$ cat src/smmwa_pkg.sv
// ----------------------------------------------------------------------------
// smmwa_pkg
// Shared types and constants for the sample min/max window averager.
// ----------------------------------------------------------------------------
`default_nettype none

package smmwa_pkg;

  localparam int unsigned InTdataW  = 16;
  localparam int unsigned OutTdataW = 56;
  localparam int unsigned LevelW    = 12;
  localparam int unsigned AvgW      = 16;
  localparam int unsigned FracBits  = 4;

  typedef struct packed {
    logic busy;
    logic done;
  } div_stat_t;

endpackage

`default_nettype wire

$ cat src/smmwa_cell.sv
// ----------------------------------------------------------------------------
// smmwa_cell
// One window cell: holds a sample and passes it to its neighbor on a shift.
// ----------------------------------------------------------------------------
`default_nettype none

module smmwa_cell #(
  parameter int unsigned W = 12
) (
  input  wire logic         clk_i,
  input  wire logic         rst_ni,
  input  wire logic         shift_i,
  input  wire logic [W-1:0] d_i,
  output logic      [W-1:0] q_o
);

  logic [W-1:0] val_q;

  always_ff @(posedge clk_i or negedge rst_ni) begin
    if (!rst_ni) begin
      val_q <= '0;
    end else if (shift_i) begin
      val_q <= d_i;
    end
  end

  assign q_o = val_q;

endmodule

`default_nettype wire

$ cat src/smmwa_div.sv
// ----------------------------------------------------------------------------
// smmwa_div
// Restoring divider that produces one quotient bit per cycle.
// ----------------------------------------------------------------------------
`default_nettype none

module smmwa_div
  import smmwa_pkg::*;
#(
  parameter int unsigned DVD_W = 20,
  parameter int unsigned DVS_W = 5
) (
  input  wire logic             clk_i,
  input  wire logic             rst_ni,
  input  wire logic             start_i,
  input  wire logic [DVD_W-1:0] dividend_i,
  input  wire logic [DVS_W-1:0] divisor_i,
  output div_stat_t             stat_o,
  output logic      [DVD_W-1:0] quotient_o
);

  localparam int unsigned ItW = (DVD_W > 1) ? $clog2(DVD_W) : 1;

  logic             busy_q, busy_d;
  logic             done_q, done_d;
  logic [ItW-1:0]   iter_q, iter_d;
  logic [DVD_W-1:0] quo_q, quo_d;
  logic [DVS_W-1:0] rem_q, rem_d;
  logic [DVS_W-1:0] dvs_q, dvs_d;
  logic [DVS_W:0]   rem_sh;
  logic [DVS_W:0]   rem_sub;
  logic             fits;

  always_comb begin
    rem_sh  = {rem_q, quo_q[DVD_W-1]};
    rem_sub = rem_sh - {1'b0, dvs_q};
    fits    = (rem_sh >= {1'b0, dvs_q});
    busy_d  = busy_q;
    done_d  = done_q;
    iter_d  = iter_q;
    quo_d   = quo_q;
    rem_d   = rem_q;
    dvs_d   = dvs_q;
    if (start_i) begin
      busy_d = 1'b1;
      done_d = 1'b0;
      iter_d = ItW'(DVD_W - 1);
      quo_d  = dividend_i;
      rem_d  = '0;
      dvs_d  = divisor_i;
    end else if (busy_q) begin
      quo_d = {quo_q[DVD_W-2:0], fits};
      rem_d = fits ? DVS_W'(rem_sub) : DVS_W'(rem_sh);
      if (iter_q == '0) begin
        busy_d = 1'b0;
        done_d = 1'b1;
      end else begin
        iter_d = iter_q - 1'b1;
      end
    end
  end

  always_ff @(posedge clk_i or negedge rst_ni) begin
    if (!rst_ni) begin
      busy_q <= 1'b0;
      done_q <= 1'b0;
      iter_q <= '0;
    end else begin
      busy_q <= busy_d;
      done_q <= done_d;
      iter_q <= iter_d;
    end
  end

  always_ff @(posedge clk_i) begin
    quo_q <= quo_d;
    rem_q <= rem_d;
    dvs_q <= dvs_d;
  end

  assign stat_o.busy = busy_q;
  assign stat_o.done = done_q;
  assign quotient_o  = quo_q;

endmodule

`default_nettype wire

$ cat src/sample_min_max_window_average.sv
// ----------------------------------------------------------------------------
// sample_min_max_window_average
// Sliding window average of converter samples with min/max tracking.
// ----------------------------------------------------------------------------
// The slave channel takes one sample per beat. The master channel returns one
// beat per sample with the sample, the lowest and highest sample since reset
// and the window average in counts with four fraction bits.
// The window is a row of cells that shift on every accepted sample; the cell
// falling off the end is subtracted from the running sum.
// The average comes from a restoring divider with one quotient bit per cycle.
// The result beat is loaded into the output register once the divider is done
// and the register is free, and the next sample is taken only after that load,
// so the block takes no new sample while the previous one is still in work.
// A new sample is accepted once the previous result has left the divider, even
// while the output register still waits for the receiver. When the receiver
// stalls, the output beat holds and the finished quotient waits in the
// divider. Reset clears the window, sum, count, min and max and both valids.
// ----------------------------------------------------------------------------
`default_nettype none

module sample_min_max_window_average
  import smmwa_pkg::*;
#(
  parameter int unsigned WINDOW_DEPTH = 16
) (
  input  wire logic                 clk_i,
  input  wire logic                 rst_ni,
  input  wire logic                 s_axis_tvalid_i,
  output logic                      s_axis_tready_o,
  // Fields from bit 0: sample[11:0], zero padding.
  input  wire logic [InTdataW-1:0]  s_axis_tdata_i,
  output logic                      m_axis_tvalid_o,
  input  wire logic                 m_axis_tready_i,
  // Fields from bit 0: echo_sample[11:0], low_level[11:0], high_level[11:0],
  // average_x16[15:0], zero padding.
  output logic [OutTdataW-1:0]      m_axis_tdata_o
);

  localparam int unsigned CntW  = $clog2(WINDOW_DEPTH + 1);
  localparam int unsigned SumW  = LevelW + $clog2(WINDOW_DEPTH);
  localparam int unsigned DvdW  = SumW + FracBits;

  logic [LevelW-1:0]      chain [WINDOW_DEPTH+1];
  logic [LevelW-1:0]      sample;
  logic                   in_fire;
  logic                   out_load;

  logic [SumW-1:0]        sum_q, sum_d;
  logic [CntW-1:0]        cnt_q, cnt_d;
  logic [LevelW-1:0]      min_q, min_d;
  logic [LevelW-1:0]      max_q, max_d;
  logic                   pending_q, pending_d;
  logic                   out_valid_q, out_valid_d;
  logic [OutTdataW-1:0]   out_data_q, out_data_d;

  div_stat_t              div_stat;
  logic [DvdW-1:0]        quotient;

  assign sample          = s_axis_tdata_i[LevelW-1:0];
  assign in_fire         = s_axis_tvalid_i && s_axis_tready_o;
  assign s_axis_tready_o = !pending_q;
  assign chain[0]        = sample;

  for (genvar i = 0; i < WINDOW_DEPTH; i++) begin : g_cell
    smmwa_cell #(
      .W(LevelW)
    ) u_cell (
      .clk_i  (clk_i),
      .rst_ni (rst_ni),
      .shift_i(in_fire),
      .d_i    (chain[i]),
      .q_o    (chain[i+1])
    );
  end

  assign sum_d = sum_q - SumW'(chain[WINDOW_DEPTH]) + SumW'(sample);
  assign cnt_d = (cnt_q < CntW'(WINDOW_DEPTH)) ? cnt_q + 1'b1 : cnt_q;

  always_comb begin
    min_d = min_q;
    max_d = max_q;
    if (cnt_q == '0) begin
      min_d = sample;
      max_d = sample;
    end else begin
      if (sample < min_q) begin
        min_d = sample;
      end
      if (sample > max_q) begin
        max_d = sample;
      end
    end
  end

  smmwa_div #(
    .DVD_W(DvdW),
    .DVS_W(CntW)
  ) u_div (
    .clk_i     (clk_i),
    .rst_ni    (rst_ni),
    .start_i   (in_fire),
    .dividend_i({sum_d, FracBits'(0)}),
    .divisor_i (cnt_d),
    .stat_o    (div_stat),
    .quotient_o(quotient)
  );

  assign out_load  = pending_q && div_stat.done && (!out_valid_q || m_axis_tready_i);
  assign pending_d = in_fire ? 1'b1 : (out_load ? 1'b0 : pending_q);

  always_comb begin
    out_valid_d = out_valid_q;
    out_data_d  = out_data_q;
    if (out_load) begin
      out_valid_d = 1'b1;
      out_data_d  = OutTdataW'({AvgW'(quotient), LevelW'(max_q), LevelW'(min_q),
                                LevelW'(chain[1])});
    end else if (m_axis_tready_i) begin
      out_valid_d = 1'b0;
    end
  end

  always_ff @(posedge clk_i or negedge rst_ni) begin
    if (!rst_ni) begin
      sum_q       <= '0;
      cnt_q       <= '0;
      min_q       <= '0;
      max_q       <= '0;
      pending_q   <= 1'b0;
      out_valid_q <= 1'b0;
    end else begin
      if (in_fire) begin
        sum_q <= sum_d;
        cnt_q <= cnt_d;
        min_q <= min_d;
        max_q <= max_d;
      end
      pending_q   <= pending_d;
      out_valid_q <= out_valid_d;
    end
  end

  always_ff @(posedge clk_i) begin
    out_data_q <= out_data_d;
  end

  assign m_axis_tvalid_o = out_valid_q;
  assign m_axis_tdata_o  = out_data_q;

endmodule

`default_nettype wire

$ cat config.mk
export PLATFORM = sky130hd
export DESIGN_NAME = sample_min_max_window_average
export DESIGN_NICKNAME = d
export VERILOG_FILES = /design/src/smmwa_pkg.sv /design/src/smmwa_cell.sv /design/src/smmwa_div.sv /design/src/sample_min_max_window_average.sv
export SDC_FILE = /design/constraint.sdc
export NUM_CORES = 1
export LEC_CHECK = 0
export BUFFER_PORTS_ARGS = -buffer_cell sky130_fd_sc_hd__buf_4
export CORE_AREA = 2 2 170 172
export CTS_CLUSTER_DIAMETER = 150
export DETAILED_ROUTE_END_ITERATION = 8
export DIE_AREA = 0 0 172 174
export PLACE_DENSITY_LB_ADDON = 0.12
export SLEW_MARGIN = 20
export SYNTH_ARGS = -nofsm -noshare
export SYNTH_HDL_FRONTEND = slang
export SYNTH_SLANG_ARGS = --single-unit
$ cat constraint.sdc
create_clock -name clk_i -period 3.8 [get_ports clk_i]
set_clock_uncertainty 0.05 [all_clocks]
set_input_delay 0.38 -clock clk_i [delete_from_list [all_inputs] [get_ports clk_i]]
set_output_delay 0.38 -clock clk_i [all_outputs]
set_load 0.02 [all_outputs]
-- Yosys cells after proc, flatten, opt, wreduce, memory -nomap -nowiden
Cells that the tools add are included.
- mux-type cells: 21
- add/subtract/negate cells: 5
- reduce and logical (&&, ||, !) cells: 18
- order comparisons: 4
- equal/unequal tests: 1
- operators by type and width (kind ; count):
    two-way mux 12 bit ; 4
    two-way mux 20 bit ; 2
    two-way mux 5 bit ; 5
    adder 16 x 12 -> 16 bit ; 1
    subtractor 16 x 12 -> 16 bit ; 1
    > comparator 12 bit ; 1
    < comparator 12 bit ; 1
    nonzero test 2 bit ; 6
    zero test 5 bit ; 2
    two-way mux 1 bit ; 10
    AND reduction 2 bit ; 4
    >= comparator 6 x 5 -> 1 bit ; 1
    adder 5 x 1 -> 5 bit (second input constant) ; 1
    < comparator 5 bit (second input constant) ; 1
    subtractor 5 x 1 -> 5 bit (second input constant) ; 1
    subtractor 5 bit ; 1
    logical AND 1 bit ; 3
    zero test 1 bit ; 2
    != test 2 bit (second input constant) ; 1
    logical OR 1 bit ; 1
- output and inout port bits: 58
- logic and storage cells: 79
- flip-flop bits (word level): 328
- input bits: 20

-- Depth between registers and ports, before layout
Gate-level depths: netlist of the first run.
- word-level depth: 5
- depth in mapped cells: 13
- depth with buffers taken out: 13

-- Modules after synthesis
From an unflattened synthesis of the first run, not the netlist that was laid out.
- cells, all modules: 1083
- area, all modules: 15182.1 µm²
- modules (own cells, without submodules) (module ; area an instance (µm²) ; seq. area each (µm²) ; times used ; cells each):
    smmwa_cell ; 484.2 ; 300.3 ; 16 ; 25
    sample_min_max_window_average ; 5647.9 ; 2737.6 ; 1 ; 545
    smmwa_div ; 1786.7 ; 1026.0 ; 1 ; 138

-- Worst setup path before layout of the first run
No wires, ideal clock.
- kind: reg-to-reg
- start point: register out_valid_q (netlist: m_axis_tvalid_o)
- end point: register out_data_q[0] (netlist: m_axis_tdata_o[0]), enable pin
- clock period less this slack: 3.558 ns
- data required time: 3.269 ns
- path slack: 0.242 ns
- data arrival time: 3.028 ns
- stages on the path, launching flop included: 2
- buffers on the path: 0
- path through: dfrtp_1 a21oi_1
- longest elaborated chain between the ends: 3
- ends and longest elaborated chain (item ; line ; source):
    from (decl) ; sample_min_max_window_average.sv:53 ; logic out_valid_q, out_valid_d;
    from (signal assigned) ; sample_min_max_window_average.sv:139 ; out_valid_q <= out_valid_d;
    zero test 1 bit ; sample_min_max_window_average.sv:108 ; assign out_load = pending_q && div_stat.done && (!out_valid_q || m_axis_tready_i);
    logical OR 1 bit ; sample_min_max_window_average.sv:108 ;
    logical AND 1 bit ; sample_min_max_window_average.sv:108 ;
    named net out_load ; sample_min_max_window_average.sv:46 ; logic out_load;
    to (signal assigned) ; sample_min_max_window_average.sv:144 ; out_data_q <= out_data_d;
    to (decl) ; sample_min_max_window_average.sv:54 ; logic [OutTdataW-1:0] out_data_q, out_data_d;
The timed path passes the listed nets, and every way through them passes these cells.
A chain may end at the register's enable or synchronous reset.

-- Final worst setup path of the first run
- start point: register g_cell[15].u_cell.val_q[1]
- end point: register u_div.quo_q[19] (netlist: u_div.quotient_o[19]), data pin
- longest elaborated chain between the ends: 3
- ends and longest elaborated chain (item ; line ; source):
    from (decl) ; smmwa_cell.sv:17 ; logic [W-1:0] val_q;
    from (signal assigned) ; smmwa_cell.sv:23 ; val_q <= d_i;
    subtractor 16 x 12 -> 16 bit ; sample_min_max_window_average.sv:76 ; assign sum_d = sum_q - SumW'(chain[WINDOW_DEPTH]) + SumW'(sample);
    adder 16 x 12 -> 16 bit ; sample_min_max_window_average.sv:76 ;
    two-way mux 20 bit ; smmwa_div.sv:44 ; if (start_i) begin
    named net u_div.quo_d[19] ; smmwa_div.sv:27 ; logic [DVD_W-1:0] quo_q, quo_d;
    to (signal assigned) ; smmwa_div.sv:76 ; quo_q <= quo_d;
    to (decl) ; smmwa_div.sv:27 ;
The timed path passes the listed nets, and every way through them passes these cells.

==> flow_summary.yaml, run 1 <==
worst_hold_path:
  min_path_type: "input pin to flop"
  min_from: "s_axis_tvalid_i"
  min_to: "pending_q"
  hold_depth: 3
synth:
  seq_area_frac_synth_pct: 61.4
  syn_avg_cell_area_um2: 10.1
  ys_ff_latch: 328
  postSynthCellCount: 1370
  yosys_warnings: 0
  ys_types: 54
  mappedNetlistArea_um2: 13900
floorplanning:
  die_width_um: 172
  die_y_um: 174
  die-area_um2: 29900
  coreArea_um2: 28200
  ioPinCount: 78
  num_rows: 62
  initial_utilization_pct: 49.1
worst_setup_path:
  crit_type: "flop to flop"
  start_kind: "flop"
  reg2reg_slack_ns: 0.79
  rr_startpoint: "g_cell[15].u_cell.q_o[1]"
  rr_endpoint: "u_div.quotient_o[19]"
  worst-path-max-fanout: 3
  rr_worst_depth: 10
  required_ns: 4.00
  worst_setup_path_end_kind: "flop"
  crit_arrival_ns: 3.21
sta:
  fin_crit_sh_pct: 79.2
  setup_viol: 0
  slew_headroom_pct: 31.7
  hold_ws_ns: 0.0733
  slew_violations: 0
  hold_violations: 0
  fmax_mhz: 332
  rsz0062_at_grt: "false"
  fin_crit_ns: 3.01
  tightestPinTransition_ns: 1.02
  setup_tns_ns: 0
route:
  routed_wl_um: 25500
  firstDrtPassIters: 5
  drtAntennaViolNets: 0
  num_vias: 8795
  initialDrtViolationCount: 751
  wl_per_cell_um: 13.8
  drc: 0
  via_per_inst: 4.77
grt:
  grt_overflow: 0
  antenna_found_initial: 0
  grt_usage_pct: 17.8
  grt_max_degree: 112
  grt_pass1_wl_um: 43000
  grt_pass1_vias: 8499
power_and_ir_drop:
  p_leak_uw: 0.00828
  powerDensity_nw_per_um2: 820
  vdd_drop_max_mv: 0.320
clock_network:
  cts_buffer_depth: 3
  ctsResizeCount: 0
  clk_latency_ns: 0.51
  ctsHoldBuffers: 2
  post_cts_buffers: 0
  clk_pin_slew_ns: 0.06
  htreeDepth: 2
  cts-root-buf: "clkbuf_16"
  cts_tree: "yes"
  cts.sinks: 328
  cts_made_buffers: 35
layout:
  area_delta_synth_final_pct: 15.1
  layout-drive-gt1-share_pct: 10.9
  instances_no_fill: 1845
  finalNetCount: 1518
  n_antenna_cell: 0
place:
  gp_congestion: 0.822
  io_buffers: 69
  dp_hpwl_um: 16200
  dp_cells: 1782
outcome:
  outcome: "completed"
run:
  drv_cap: 0
[synthesized netlist by cell type, drive strengths merged]
cell type	instances	area (um^2)
nand2	599	2250
fa	13	260
nor2b	6	45.0
o311ai	1	8.76
a21boi	2	18.8
mux2i	28	280
nor4	2	12.5
edfxtp	73	2190
o41ai	1	16.3
nand2b	6	37.5
o31ai	4	48.8
ha	48	601
o21ai	38	190
xor2	7	61.3
clkbuf	40	190
dfrtp	246	6160
dfxtp	9	180
or2	1	6.26
a21oi	29	153
o21a	5	38.8
xnor2	18	158
a31o	3	26.3
nand4b	1	8.76
nor3	6	35.0
nor4b	2	23.8
o211ai	3	22.5
clkinv	1	3.75
a21o	18	138
mux2	3	33.8
a31oi	1	6.26
buf	18	109
conb	1	3.75
a211oi	6	45.0
nor2	29	111
and2	1	6.26
nand4	6	37.5
nand3	4	20.0
inv	90	338
o21bai	1	7.51
[sequential cells by signal, summed over array words and instances (netlist names), 12 cells and up]
signal / flops
min_q: 12
u_div.quotient_o: 20
m_axis_tdata_o: 52
sum_q: 16
max_q: 12
g_cell.u_cell.q_o: 192
[cell type report]
class	instances	area [um^2]
Clock inverter	14	220
Clock buffer	47	982
Inverter	91	347
Fill cell	2497	12300
Timing Repair Buffer	85	676
Tap cell	384	480
Sequential cell	328	8530
Multi-Input combinational cell	896	4740
[critical path, cell delays in order (launching register included)]
cell and delay (ns):
dfrtp_1 0.41, fa_1 0.60, inv_1 0.06, ha_1 0.31, a211oi_1 0.33, o211ai_1 0.19, a21oi_2 0.21, o21ai_1 0.12
xnor2_1 0.24, xor2_1 0.17, o21ai_1 0.06
[per-layer routing]
layer	wire length (um)	global-route usage (%)	share of wire (%)	up-vias
li1	-	-	-	4482
met1	12400	26.3	48	4161
met2	11800	27.8	46	114
met3	902	2.91	3.5	38
met4	496	4.41	1.9	0
met5	0	0	0	-
[metrics by stage]
| stage | total power, uW | area (um^2) | util (%) | setup slack (ns) |
|---|---|---|---|---|
| 2_1_floorplan | 8520 | 13900 | - | 0.242 |
| 3_3_place_gp | 9520 | 14800 | 52.2 | 0.668 |
| 4_1_cts | 13300 | 16000 | 56.6 | 0.800 |
| 3_5_place_dp | 9650 | 14800 | 52.2 | 0.683 |
| 5_1_grt | 14000 | 16000 | 56.6 | 0.631 |
| 6_report | 13100 | 16000 | 56.6 | 0.790 |
[how the worst max path moves through the flow]
stage / start / slack [ns] / endpoint
after global routing: g_cell[15].u_cell.q_o[1] / 0.63 / u_div.quotient_o[19]
final: g_cell[15].u_cell.q_o[1] / 0.79 / u_div.quotient_o[19]
after CTS: g_cell[15].u_cell.q_o[1] / 0.80 / u_div.quotient_o[19]
after global placement: s_axis_tdata_i[1] / 0.67 / u_div.quotient_o[19]
after detailed placement: s_axis_tdata_i[1] / 0.68 / u_div.quotient_o[19]
after floorplan: m_axis_tvalid_o / 0.24 / m_axis_tdata_o[0]
[cell families (layout without fill, tap and decap cells)]
logic type                 Yosys count  after routing  synth area share, %
AOI/OAI and AO/OA                  112            112                 5.18
xor gates and xnor gates            25             25                 1.58
adders and majority gates           61             61                 6.20
buffers and inverters              149            237                 4.62
DFF                                328            328                 61.4
muxes                               31             31                 2.26
other                                1              4               0.0270
and+or+nand+nor                    663            663                 18.7
[power breakdown]
group          internal [uW]  total, uW  leakage (uW)  switching, uW
clock                   2170       3540      0.000577           1380
sequential              4900       5530       0.00401            630
combinational           1590       4030       0.00369           2440
total                   8660      13100       0.00828           4450
[cells in the final DEF, fill, tap and decap left out, types with 7 or more instances in the layout]
cell and n:
o21ai_0 33, nor2_1 28, nand2_1 598, mux2i_1 28
a21oi_1 26, fa_1 13, inv_1 90, xor2_1 7
ha_1 48, a21o_1 16, clkbuf_16 36, clkbuf_1 7
dfrtp_1 246, xnor2_1 18, dfxtp_1 9, edfxtp_1 73
buf_4 80
Power figures use the tool's default switching activity.
==> run 2, diff against run 1 <==
==> constraint.sdc (replaced) <==
create_clock -name clk_i -period 2.9 [get_ports clk_i]
set_clock_uncertainty 0.05 [all_clocks]
set_input_delay 0.29 -clock clk_i [delete_from_list [all_inputs] [get_ports clk_i]]
set_output_delay 0.29 -clock clk_i [all_outputs]
set_load 0.02 [all_outputs]
==> flow_summary.yaml, run 2 (synthesized netlist as in run 1, its figures left out) <==
route:
  initialDrtViolationCount: 540
  drc: 0
  via_per_inst: 4.76
  wl_per_cell_um: 13.6
  num_vias: 8925
  drtAntennaViolNets: 0
  firstDrtPassIters: 4
  routed_wl_um: 25500
sta:
  final.setup.worst_slack_ns: 0.0855
  slew_violations: 0
  fin_crit_ns: 2.81
  fmax_mhz: 355
  setup_viol: 0
  tightestPinTransition_ns: 0.941
  hold_violations: 0
  slew_headroom_pct: 37.2
  fin_crit_sh_pct: 97.1
  rsz0062_at_grt: "true"
layout:
  finalNetCount: 1546
  final_cell_mix: "597 x nand2_1, 246 x dfrtp_1, 105 x buf_4"
  layout-drive-gt1-share_pct: 13.3
  instances_no_fill: 1876
  largest_register_ff_count: 192
  layout_commonest_cell: "nand2_1"
  area_delta_synth_final_pct: 16.8
  n_antenna_cell: 0
power_and_ir_drop:
  vdd_drop_max_mv: 0.525
  total_power_uw: 17200
  pwr-share-seq_pct: 42.0
  p_leak_uw: 0.00840
  comb_power_share_pct: 33.2
  p_sw_uw: 5860
  powerDensity_nw_per_um2: 1060
  clkPwrFrac_pct: 24.7
  p_int_uw: 11300
  p_sw_share_pct: 34.1
place:
  io_buffers: 69
  dp_hpwl_um: 16400
  gp_congestion: 0.799
  pre_cts_ws_ns: -0.0994
  dp_cells: 1804
clock_network:
  clk_pin_slew_ns: 0.06
  clk_latency_ns: 0.51
  cts-root-buf: "clkbuf_16"
  cts.sinks: 328
  cts_made_buffers: 35
  cts_buffer_depth: 3
  htreeDepth: 2
  cts_tree: "yes"
grt:
  grt_pass1_wl_um: 43500
  antenna_found_initial: 0
  grt_max_degree: 183
  grt_pass1_vias: 8739
  grt_overflow: 0
  grt_usage_pct: 17.9
floorplanning:
  die_y_um: 174
  ioPinCount: 78
  initial_utilization_pct: 49.1
  num_rows: 62
  coreArea_um2: 28200
  die_width_um: 172
  die-area_um2: 29900
worst_setup_path:
  slowest_stage: "fa_1"
  crit_chain: "inv_2 -> fa_1 -> inv_1 -> ha_4 -> a211oi_4 -> o211ai_1 -> buf_4 -> a21oi_4 -> o21ai_2 -> xnor2_2 -> xor2_1 -> o21ai_1"
  crit_arrival_ns: 3.00
  crit_type: "flop to flop"
  worst_setup_path_end_kind: "flop"
  worst-path-max-fanout: 2
  slowest_delay_ns: 0.55
  start_kind: "flop"
  required_ns: 3.09
run:
  drv_cap: 0
worst_hold_path:
  min_path_type: "input pin to flop"
outcome:
  outcome: "completed"
run 2: worst paths after layout:
kind | startpoint | endpoint | slack [ns] | depth (start not counted)
setup / recovery | sum_q[1] | u_div.quotient_o[19] | 0.09 | 12
hold / removal | s_axis_tdata_i[0] | max_q[0] | 0.06 | 2
setup reg to reg | sum_q[1] | u_div.quotient_o[19] | 0.09 | 12
hold reg to reg | max_q[3] | m_axis_tdata_o[27] | 0.39 | 0
max in group asynchronous | rst_ni | g_cell[6].u_cell.q_o[1] | 1.64 | 3
min in group asynchronous | rst_ni | g_cell[5].u_cell.q_o[6] | 0.35 | 2
run 2: what timing repair did:
item | in CTS | in global routing
pin swaps | 0 | 15
endpoints found under the hold margin | 86 | 0
resized for setup | 1 | 18
hold buffers | 3 | 0
setup endpoints to repair | 1 | 8
buffers inserted | 0 | 5
run 2: layout make-up:
cell class              instances  area, um^2
fillers                      2516       12000
flip-flops and latches        328        8530
multi-input cells             896        4840
clock buffers                  45         935
repair buffers                113         913
well taps                     384         480
inverters                      91         347
clock inverters                19         168
run 2: critical path: cells and delay by family (launching register included):
family | cells | cell delay (ns)
xor+xnor | 2 | 0.35
buf+inv | 3 | 0.29
compound gates | 5 | 0.70
fa+ha+maj | 2 | 0.80
flops | 1 | 0.36
run 2: power by group through the flow:
stage | Combinational [uW] | Clock, uW | Sequential [uW]
6_report | 5710 | 4250 | 7220
3_3_place_gp | 5340 | 0 | 7270
3_5_place_dp | 5470 | 0 | 7310
5_1_grt | 6500 | 4560 | 7410
4_1_cts | 5510 | 4380 | 7240
2_1_floorplan | 3880 | 0 | 7280
run 2: routing by layer:
| layer | share of wire, % | GRT usage [%] | wire [um] |
|---|---|---|---|
| met5 | 0 | 0 | 0 |
| met1 | 49 | 25.9 | 12400 |
| met3 | 3.3 | 2.71 | 848 |
| met4 | 1.7 | 4.45 | 423 |
| met2 | 47 | 28.6 | 11900 |
run 2: metrics by stage:
step | hold WS [ns] | instance area, um^2 | utilization [%] | TNS (ns)
4_1_cts | 0.0290 | 16100 | 56.9 | 0
6_report | 0.0567 | 16200 | 57.4 | 0
5_1_grt | 0.0465 | 16200 | 57.4 | -0.0460
2_1_floorplan | -0.0556 | 13900 | - | 0
3_5_place_dp | 0.324 | 14900 | 52.9 | -0.116
3_3_place_gp | 0.328 | 14900 | 52.9 | -0.0503
